### config.mk
export PLATFORM = sky130hd
export DESIGN_NAME = kdrd_accum
export DESIGN_NICKNAME = d
export VERILOG_FILES = /design/src/sv/kdrd_pkg.sv /design/src/sv/kdrd_accum.sv
export SDC_FILE = /design/constraint.sdc
export NUM_CORES = 1
export LEC_CHECK = 0
export BUFFER_PORTS_ARGS = -buffer_cell sky130_fd_sc_hd__buf_2
export CAP_MARGIN = 10
export CORE_ASPECT_RATIO = 0.8
export CORE_UTILIZATION = 50
export DETAILED_ROUTE_END_ITERATION = 7
export GPL_TIMING_DRIVEN = 0
export HOLD_SLACK_MARGIN = 0.1
export PLACE_DENSITY = 0.72
export SLEW_MARGIN = 10
export SYNTH_ARGS = -nofsm -noshare
export SYNTH_HDL_FRONTEND = slang
export SYNTH_SLANG_ARGS = --single-unit
### constraint.sdc
create_clock -name clk -period 34.4 [get_ports clk]
set_clock_uncertainty 0.05 [all_clocks]
set_input_delay 3.44 -clock clk [delete_from_list [all_inputs] [get_ports clk]]
set_output_delay 3.44 -clock clk [all_outputs]
set_load 0.005 [all_outputs]
### src/sv/kdrd_pkg.sv
// shared types, constants and helpers of the keypoint row decoder
// used by every module of the block; depends on nothing
`default_nettype none

package kdrd_pkg;

    localparam int VALUE_W         = 32;
    localparam int SCALE_W         = 24;
    localparam int OFF_W           = 12;
    localparam int SCALE_FRAC_BITS = 16;
    localparam int PROD_W          = VALUE_W + SCALE_W + 1;
    localparam int NUM_KP          = 4;
    localparam int NUM_COORDS      = 8;
    localparam int CFG_INDEX_W     = 3;
    localparam int CFG_DATA_W      = 32;

    localparam logic [4:0] COL_LOGIT       = 5'd8;
    localparam logic [4:0] COL_COLOR_FIRST = 5'd9;
    localparam logic [4:0] COL_COLOR_LAST  = 5'd12;
    localparam logic [4:0] COL_CLASS_FIRST = 5'd13;
    localparam logic [4:0] COL_CLASS_LAST  = 5'd21;

    localparam logic [2:0] NONE_COLOR = 3'd7;
    localparam logic [3:0] NONE_CLASS = 4'd15;

    localparam logic [1:0] ST_OK            = 2'd0;
    localparam logic [1:0] ST_LOW_OBJ       = 2'd1;
    localparam logic [1:0] ST_DEGENERATE    = 2'd2;
    localparam logic [1:0] ST_UNKNOWN_COLOR = 2'd3;

    localparam logic [CFG_INDEX_W-1:0] CFG_INV_SCALE = 3'd0;
    localparam logic [CFG_INDEX_W-1:0] CFG_OFFSET_X  = 3'd1;
    localparam logic [CFG_INDEX_W-1:0] CFG_OFFSET_Y  = 3'd2;
    localparam logic [CFG_INDEX_W-1:0] CFG_ROI_EN    = 3'd3;
    localparam logic [CFG_INDEX_W-1:0] CFG_OBJ_THR   = 3'd4;

    // coordinate slots of each keypoint, keypoint 0 in the low slot
    localparam logic [NUM_KP-1:0][2:0] KP_XCOL = {3'd2, 3'd4, 3'd6, 3'd0};
    localparam logic [NUM_KP-1:0][2:0] KP_YCOL = {3'd3, 3'd5, 3'd7, 3'd1};

    typedef struct packed {
        logic [4:0]                column;
        logic signed [VALUE_W-1:0] tensor_value;
    } kdrd_in_t;

    typedef struct packed {
        logic [1:0]                status;
        logic [1:0]                keypoint_index;
        logic signed [VALUE_W-1:0] keypoint_x;
        logic signed [VALUE_W-1:0] keypoint_y;
        logic signed [VALUE_W-1:0] box_x;
        logic signed [VALUE_W-1:0] box_y;
        logic [VALUE_W-2:0]        box_width;
        logic [VALUE_W-2:0]        box_height;
        logic [1:0]                color;
        logic [3:0]                number;
        logic signed [VALUE_W-1:0] objectness_logit;
        logic                      last;
    } kdrd_out_t;

    typedef struct packed {
        logic [SCALE_W-1:0]        inverse_scale;
        logic [OFF_W-1:0]          offset_x;
        logic [OFF_W-1:0]          offset_y;
        logic                      roi_enable;
        logic signed [VALUE_W-1:0] objectness_threshold;
    } kdrd_cfg_t;

    // item after the multiply stage
    typedef struct packed {
        logic                      valid;
        logic [4:0]                column;
        logic signed [VALUE_W-1:0] value;
        logic signed [PROD_W-1:0]  product;
    } kdrd_prod_t;

    // row snapshot taken after column 21, with the bounding extremes
    typedef struct packed {
        logic [NUM_KP-1:0][VALUE_W-1:0] kx;
        logic [NUM_KP-1:0][VALUE_W-1:0] ky;
        logic signed [VALUE_W-1:0]      min_x;
        logic signed [VALUE_W-1:0]      min_y;
        logic signed [VALUE_W-1:0]      max_x;
        logic signed [VALUE_W-1:0]      max_y;
        logic signed [VALUE_W-1:0]      logit;
        logic [2:0]                     color_index;
        logic [3:0]                     number;
    } kdrd_snap_t;

    // judged row waiting for delivery
    typedef struct packed {
        logic [1:0]                     status;
        logic [NUM_KP-1:0][VALUE_W-1:0] kx;
        logic [NUM_KP-1:0][VALUE_W-1:0] ky;
        logic signed [VALUE_W-1:0]      box_x;
        logic signed [VALUE_W-1:0]      box_y;
        logic [VALUE_W-2:0]             box_width;
        logic [VALUE_W-2:0]             box_height;
        logic [1:0]                     color;
        logic [3:0]                     number;
        logic signed [VALUE_W-1:0]      logit;
    } kdrd_rec_t;

    function automatic logic [3:0] map_number(input logic [3:0] idx);
        logic [3:0] num;
        case (idx) inside
            4'd0:          num = 4'd7;
            [4'd1:4'd6]:   num = idx;
            [4'd7:4'd8]:   num = 4'd8;
            default:       num = 4'd1;
        endcase
        return num;
    endfunction

endpackage

`default_nettype wire

### src/sv/kdrd_accum.sv
// row state: scaled coordinates, logit, colour and class argmax,
// and the judge stage that takes the row snapshot and box extremes; uses kdrd_pkg
`default_nettype none

module kdrd_accum import kdrd_pkg::*;
#(
    parameter int VALUE_FRAC_BITS = 16
)
(
    input  wire logic       clk,
    input  wire logic       rst_n,
    input  wire logic       en,
    input  wire kdrd_prod_t prod,
    input  wire kdrd_cfg_t  cfg,
    output logic            snap_valid,
    output kdrd_snap_t      snap
);

    localparam int SUM_W = PROD_W + 1;
    localparam logic signed [VALUE_W-1:0] ONE     = VALUE_W'(1) << VALUE_FRAC_BITS;
    localparam logic signed [VALUE_W-1:0] NEG_ONE = -ONE;
    localparam logic signed [SUM_W-1:0]   ROUND_HALF = SUM_W'(1) << (SCALE_FRAC_BITS - 1);
    localparam logic signed [VALUE_W-1:0] SAT_MAX = {1'b0, {(VALUE_W-1){1'b1}}};
    localparam logic signed [VALUE_W-1:0] SAT_MIN = {1'b1, {(VALUE_W-1){1'b0}}};

    logic signed [VALUE_W-1:0] coords_reg [NUM_COORDS];
    logic signed [VALUE_W-1:0] logit_reg, logit_next;
    logic signed [VALUE_W-1:0] color_score_reg, color_score_next;
    logic [2:0]                color_index_reg, color_index_next;
    logic signed [VALUE_W-1:0] class_score_reg, class_score_next;
    logic [3:0]                class_index_reg, class_index_next;
    logic                      judge_reg, judge_next;
    logic                      snap_valid_reg;
    kdrd_snap_t                snap_reg, snap_next;

    logic [OFF_W-1:0]          offset;
    logic [SUM_W-1:0]          offset_term;
    logic signed [SUM_W-1:0]   sum;
    logic                      fits;
    logic signed [VALUE_W-1:0] coord_value;
    logic                      coord_write;
    logic signed [VALUE_W-1:0] color_base, class_base;
    logic [4:0]                color_rel, class_rel;

    // round half up, offset and saturate in one sum, then floor shift
    always_comb
    begin
        offset      = prod.column[0] ? cfg.offset_y : cfg.offset_x;
        offset_term = cfg.roi_enable
                    ? (SUM_W'(offset) << (VALUE_FRAC_BITS + SCALE_FRAC_BITS)) : '0;
        sum  = $signed({prod.product[PROD_W-1], prod.product}) + $signed(offset_term)
             + ROUND_HALF;
        fits = (sum[SUM_W-1:SCALE_FRAC_BITS+VALUE_W-1] == '0)
            || (sum[SUM_W-1:SCALE_FRAC_BITS+VALUE_W-1] == '1);
        if (fits)
            coord_value = sum[SCALE_FRAC_BITS+VALUE_W-1:SCALE_FRAC_BITS];
        else if (sum[SUM_W-1])
            coord_value = SAT_MIN;
        else
            coord_value = SAT_MAX;
    end

    always_comb
    begin
        logit_next       = logit_reg;
        color_score_next = color_score_reg;
        color_index_next = color_index_reg;
        class_score_next = class_score_reg;
        class_index_next = class_index_reg;
        coord_write      = 1'b0;
        color_rel        = prod.column - COL_COLOR_FIRST;
        class_rel        = prod.column - COL_CLASS_FIRST;
        color_base       = (prod.column == COL_COLOR_FIRST) ? NEG_ONE : color_score_reg;
        class_base       = (prod.column == COL_CLASS_FIRST) ? NEG_ONE : class_score_reg;
        if (prod.valid)
        begin
            case (prod.column) inside
                [5'd0:5'd7]:
                    coord_write = 1'b1;
                COL_LOGIT:
                    logit_next = prod.value;
                [COL_COLOR_FIRST:COL_COLOR_LAST]:
                begin
                    if (prod.column == COL_COLOR_FIRST)
                    begin
                        color_score_next = NEG_ONE;
                        color_index_next = NONE_COLOR;
                    end
                    if (prod.value > color_base)
                    begin
                        color_score_next = prod.value;
                        color_index_next = color_rel[2:0];
                    end
                end
                [COL_CLASS_FIRST:COL_CLASS_LAST]:
                begin
                    if (prod.column == COL_CLASS_FIRST)
                    begin
                        class_score_next = NEG_ONE;
                        class_index_next = NONE_CLASS;
                    end
                    if (prod.value > class_base)
                    begin
                        class_score_next = prod.value;
                        class_index_next = class_rel[3:0];
                    end
                end
                default:
                    coord_write = 1'b0;
            endcase
        end
        judge_next = prod.valid && (prod.column == COL_CLASS_LAST);
    end

    // bounding extremes as a two level compare tree over the four keypoints
    always_comb
    begin
        logic signed [VALUE_W-1:0] lo_x_a, lo_x_b, hi_x_a, hi_x_b;
        logic signed [VALUE_W-1:0] lo_y_a, lo_y_b, hi_y_a, hi_y_b;
        for (int k = 0; k < NUM_KP; k++)
        begin
            snap_next.kx[k] = coords_reg[KP_XCOL[k]];
            snap_next.ky[k] = coords_reg[KP_YCOL[k]];
        end
        lo_x_a = (coords_reg[KP_XCOL[1]] < coords_reg[KP_XCOL[0]])
               ? coords_reg[KP_XCOL[1]] : coords_reg[KP_XCOL[0]];
        lo_x_b = (coords_reg[KP_XCOL[3]] < coords_reg[KP_XCOL[2]])
               ? coords_reg[KP_XCOL[3]] : coords_reg[KP_XCOL[2]];
        hi_x_a = (coords_reg[KP_XCOL[1]] > coords_reg[KP_XCOL[0]])
               ? coords_reg[KP_XCOL[1]] : coords_reg[KP_XCOL[0]];
        hi_x_b = (coords_reg[KP_XCOL[3]] > coords_reg[KP_XCOL[2]])
               ? coords_reg[KP_XCOL[3]] : coords_reg[KP_XCOL[2]];
        lo_y_a = (coords_reg[KP_YCOL[1]] < coords_reg[KP_YCOL[0]])
               ? coords_reg[KP_YCOL[1]] : coords_reg[KP_YCOL[0]];
        lo_y_b = (coords_reg[KP_YCOL[3]] < coords_reg[KP_YCOL[2]])
               ? coords_reg[KP_YCOL[3]] : coords_reg[KP_YCOL[2]];
        hi_y_a = (coords_reg[KP_YCOL[1]] > coords_reg[KP_YCOL[0]])
               ? coords_reg[KP_YCOL[1]] : coords_reg[KP_YCOL[0]];
        hi_y_b = (coords_reg[KP_YCOL[3]] > coords_reg[KP_YCOL[2]])
               ? coords_reg[KP_YCOL[3]] : coords_reg[KP_YCOL[2]];
        snap_next.min_x       = (lo_x_b < lo_x_a) ? lo_x_b : lo_x_a;
        snap_next.max_x       = (hi_x_b > hi_x_a) ? hi_x_b : hi_x_a;
        snap_next.min_y       = (lo_y_b < lo_y_a) ? lo_y_b : lo_y_a;
        snap_next.max_y       = (hi_y_b > hi_y_a) ? hi_y_b : hi_y_a;
        snap_next.logit       = logit_reg;
        snap_next.color_index = color_index_reg;
        snap_next.number      = map_number(class_index_reg);
    end

    always_ff @(posedge clk or negedge rst_n)
    begin
        if (!rst_n)
        begin
            logit_reg       <= '0;
            color_score_reg <= NEG_ONE;
            color_index_reg <= NONE_COLOR;
            class_score_reg <= NEG_ONE;
            class_index_reg <= NONE_CLASS;
            judge_reg       <= 1'b0;
            snap_valid_reg  <= 1'b0;
        end
        else if (en)
        begin
            logit_reg       <= logit_next;
            color_score_reg <= color_score_next;
            color_index_reg <= color_index_next;
            class_score_reg <= class_score_next;
            class_index_reg <= class_index_next;
            judge_reg       <= judge_next;
            snap_valid_reg  <= judge_reg;
        end
    end

    always_ff @(posedge clk)
    begin
        if (en && coord_write)
            coords_reg[prod.column[2:0]] <= coord_value;
        if (en && judge_reg)
            snap_reg <= snap_next;
    end

    assign snap_valid = snap_valid_reg;
    assign snap       = snap_reg;

endmodule

`default_nettype wire

==> results.tsv <==
stage	metric	value	unit
sta	maxSlewHeadroom	0.165	
grt	overflow	0	
worst_hold_path	holdPathEnd	snap[37]$_DFFE_PP_	
grt	grt_usage	0.291	
yosys	yosys_warnings	0	
worst_setup_path	critPathKind	primary input to flop	
worst_setup_path	r2r_slack	26.12	ns
grt	grt_pass1_wl	166	mm
yosys	synth_top_cell_area_share	0.527	
worst_setup_path	cp_slowest_stage_delay	1.13	ns
worst_setup_path	crit_fanout	10	
sta	worstMarginPinSlew	1.24	ns
grt	grt_max_degree	87	
detailed_routing	routed_via_density	5.79	
yosys	synth-edff-count	679	
yosys	syn-instance-count	2910	
finish	final_net_count	4062	
worst_setup_path	path_cells	buf_2, clkbuf_1, mux2i_1, nor2b_1, ha_1, nand4_1, nor4_1, a2111oi_0, o31ai_2, nor4bb_1, a31oi_1, or4_1, o31a_1, clkbuf_1, o21ai_0	
detailed_routing	ant_nets	0	
pwr	total_leakage_power	19.7	nW
cts	cts_hold_buffers	0	
finish	area_growth	18.7	%
floorplan	core_area	76000	µm²
cts	cts-resized-gates	0	
yosys	syn_area	38700	µm²
pwr	p_sw	0.546	mW
finish	largest_reg_flops	423	
detailed_routing	routed_wl	116	mm
sta	hold-worst-slack	0.393	ns
floorplan	die_w	313	µm
sta	finalSetupTns	0	ns
floorplan	dieArea	78600	µm²
finish	register_area	23100	µm²
grt	grt_pass1_vias	25400	
pwr	ir_drop	0.0000491	V
placed_design	numPortBuffers	531	
yosys	synth_ff_type	edfxtp_1	
worst_setup_path	cp-start-kind	primary input	
worst_setup_path	cp.buffers_inverters	3	
floorplan	start_util	0.509	
sta	final_max_slew_viol_count	0	
worst_hold_path	hold_class	flop to flop	
placed_design	dp_slack	23.54	ns
detailed_routing	wl_per_cell	25.1	µm
worst_setup_path	crit_path_end_kind	flop	
placed_design	place.gp.congestion	0.942	
worst_hold_path	min_path_cells	0	
yosys	synth_area_per_cell	13.3	µm²
grt	antenna_found_initial	25	
worst_setup_path	required	34.61	ns
floorplan	die_h	251	µm
floorplan	ios	603	
cts	cts_buffer_depth	3	
yosys	synth_top_area_cell	edfxtp_1	
detailed_routing	drtIter0Drc	2931	
yosys	async_flop_share	0.134	
worst_setup_path	reg2reg_from	coords_reg[6][5]$_DFFE_PP_	
sta	hold_viol	0	
sta	rsz0062_at_grt	false	
yosys	syn_nets	3424	
pwr	pwr_density_cell	50.3	nW/µm²
finish	final_core_util	0.605	
worst_setup_path	cpMostUsedCell	clkbuf_1	
detailed_routing	dr_total_vias	26800	
cts	htree_levels	3	
cts	clockRootBuffer	clkbuf_16	
run	maxCapViolCount	0	
sta	fin_crit_sh	0.300	
detailed_routing	drt_pass1_iterations	5	
yosys	synth.most_common_cell	edfxtp_1	
pwr	internal_power	1.77	mW
sta	setup_violations	0	
pwr	comb_power_share	0.111	
cts	post-cts-setup-buffers	0	
detailed_routing	drc	0	
cts	clkTransAtPathRegs	0.06	ns
pwr	clkPwrFrac	0.402	
worst_setup_path	crit_arrival	10.51	ns
cts	cts_tree	built	
cts	clk_latency	0.65	ns
finish	fill_cells	5987	
cts	cts_sinks	784	
sta	worst_slack	24.09	ns
yosys	synth.distinct_cells	67	
worst_setup_path	cpLargestDelayFamily	simple AND/OR/NAND/NOR gates	
sta	max_freq	0.0970	GHz
cts	cts_buffers	80	
pwr	p_sw_frac	0.236	
status	status	complete, no violations	
worst_setup_path	r2r_end	snap[83]$_DFFE_PP_	
worst_setup_path	r2r_cells	23	
finish	multi_input_area	14400	µm²
pwr	p_seq_frac	0.487	
worst_setup_path	crit_path_top_delay_cell	nor4_1	
worst_hold_path	min-delay-start	logit_reg[30]$_DFFE_PN0P_	
finish	stdcell_count	4630	
yosys	yosysSeqAreaShare	0.596	
placed_design	hpwl	89.4	mm
yosys	ys_top_cells_by_area	edfxtp_1 53%, ha_1 11%, mux2i_1 7.4%	
sta	period_needed	10.31	ns
floorplan	row_count	90	
yosys	synthTopCellsByCount	679 x edfxtp_1, 335 x ha_1, 288 x mux2i_1	
yosys	synth_seq_cells	784	
placed_design	placed_cells	4477	
finish	final_layout_size_suffix_gt1_frac	0.238	
==> worst max path at each step <==
stage | start | to | slack, ns | cells after the start
final | prod[89] | coords_reg[2][17]$_DFFE_PP_ | 24.09 | 15
after CTS | prod[89] | coords_reg[2][26]$_DFFE_PP_ | 24.18 | 15
after floorplan | en | snap[0]$_SDFFCE_PN1P_ | 20.56 | 1
after global routing | prod[89] | coords_reg[4][17]$_DFFE_PP_ | 23.95 | 15
after detailed placement | prod[89] | coords_reg[2][26]$_DFFE_PP_ | 23.54 | 15
after global placement | en | snap[273]$_DFFE_PP_ | 16.25 | 2
==> worst register-to-register path, cell delays in order, from the launching register on <==
cell and delay, ns:
edfxtp_1 0.46, ha_1 0.35, a21oi_1 0.18, o21ai_0 0.15
a221o_1 0.35, o31a_1 0.39, nor4_4 0.56, o21bai_1 0.18
clkbuf_1 0.42, buf_2 0.53, mux2i_1 0.32, ha_1 0.31
a21o_1 0.21, a21o_1 0.17, a21oi_1 0.21, o21ai_0 0.12
a211oi_1 0.50, o22ai_1 0.19, a211oi_1 0.28, xnor2_1 0.18
a31o_2 0.13, clkbuf_1 0.30, buf_1 0.80, mux2i_1 0.64
==> cell families after synthesis <==
group | count (synthesis) | synth area share
buffers and inverters | 339 | 0.0335
AND/OR/NAND/NOR | 538 | 0.0684
flip-flops | 784 | 0.596
multiplexers | 369 | 0.0981
adder cells (fa/ha/maj) | 336 | 0.109
XOR/XNOR | 33 | 0.00746
AO/OA/AOI/OAI | 511 | 0.0883
==> metrics by stage <==
step                power [mW]  cell area (µm²)
finish                    2.31            46000
global route              2.39            46000
CTS                       2.32            45900
detailed placement        1.40            43200
global placement          1.39            42600
floorplan                 1.32            38700
==> metal layers <==
metal | share of wire | track usage | vias up | wire (µm)
met3 | 0.10 | 0.0729 | 179 | 11600
met4 | 0.027 | 0.0817 | 16 | 3080
met1 | 0.42 | 0.408 | 13100 | 49100
met5 | 0.00080 | 0 | - | 93
met2 | 0.45 | 0.448 | 1295 | 52200
li1 | - | - | 12200 | -
==> layout make-up <==
| type | instances | area share |
|---|---|---|
| Sequential cell | 784 | 0.502 |
| Clock buffer | 92 | 0.0455 |
| Tap cell | 1012 | 0.0275 |
| Multi-Input combinational cell | 1787 | 0.314 |
| Antenna cell | 6 | 0.000327 |
| Clock inverter | 54 | 0.0151 |
| Inverter | 256 | 0.0209 |
| Buffer | 83 | 0.00735 |
| Timing Repair Buffer | 556 | 0.0678 |
==> power by group through the flow <==
stage / clock (mW) / combinational (mW) / sequential, mW
floorplan: 0 / 0.181 / 1.14
global placement: 0 / 0.244 / 1.15
detailed placement: 0 / 0.253 / 1.14
CTS: 0.937 / 0.255 / 1.13
global route: 0.972 / 0.286 / 1.13
finish: 0.929 / 0.256 / 1.13
==> placed cells by master (no fill, tap or decap), types with 19 or more instances in the layout <==
master and instances:
edfxtp_1 679, buf_2 542, ha_1 335, mux2i_1 288, inv_1 256, a21oi_1 181
nor2_1 164, nand2_1 112, clkbuf_16 82, mux2_2 80, clkbuf_1 72, dfrtp_1 66
nand4_1 62, a21o_1 62, o21ai_0 55, nor2b_1 48, dfstp_2 39, nand3_1 35
a21boi_0 35, o21ba_2 31, nor3_1 30, clkinv_1 19
Power figures use the tool's default switching activity.
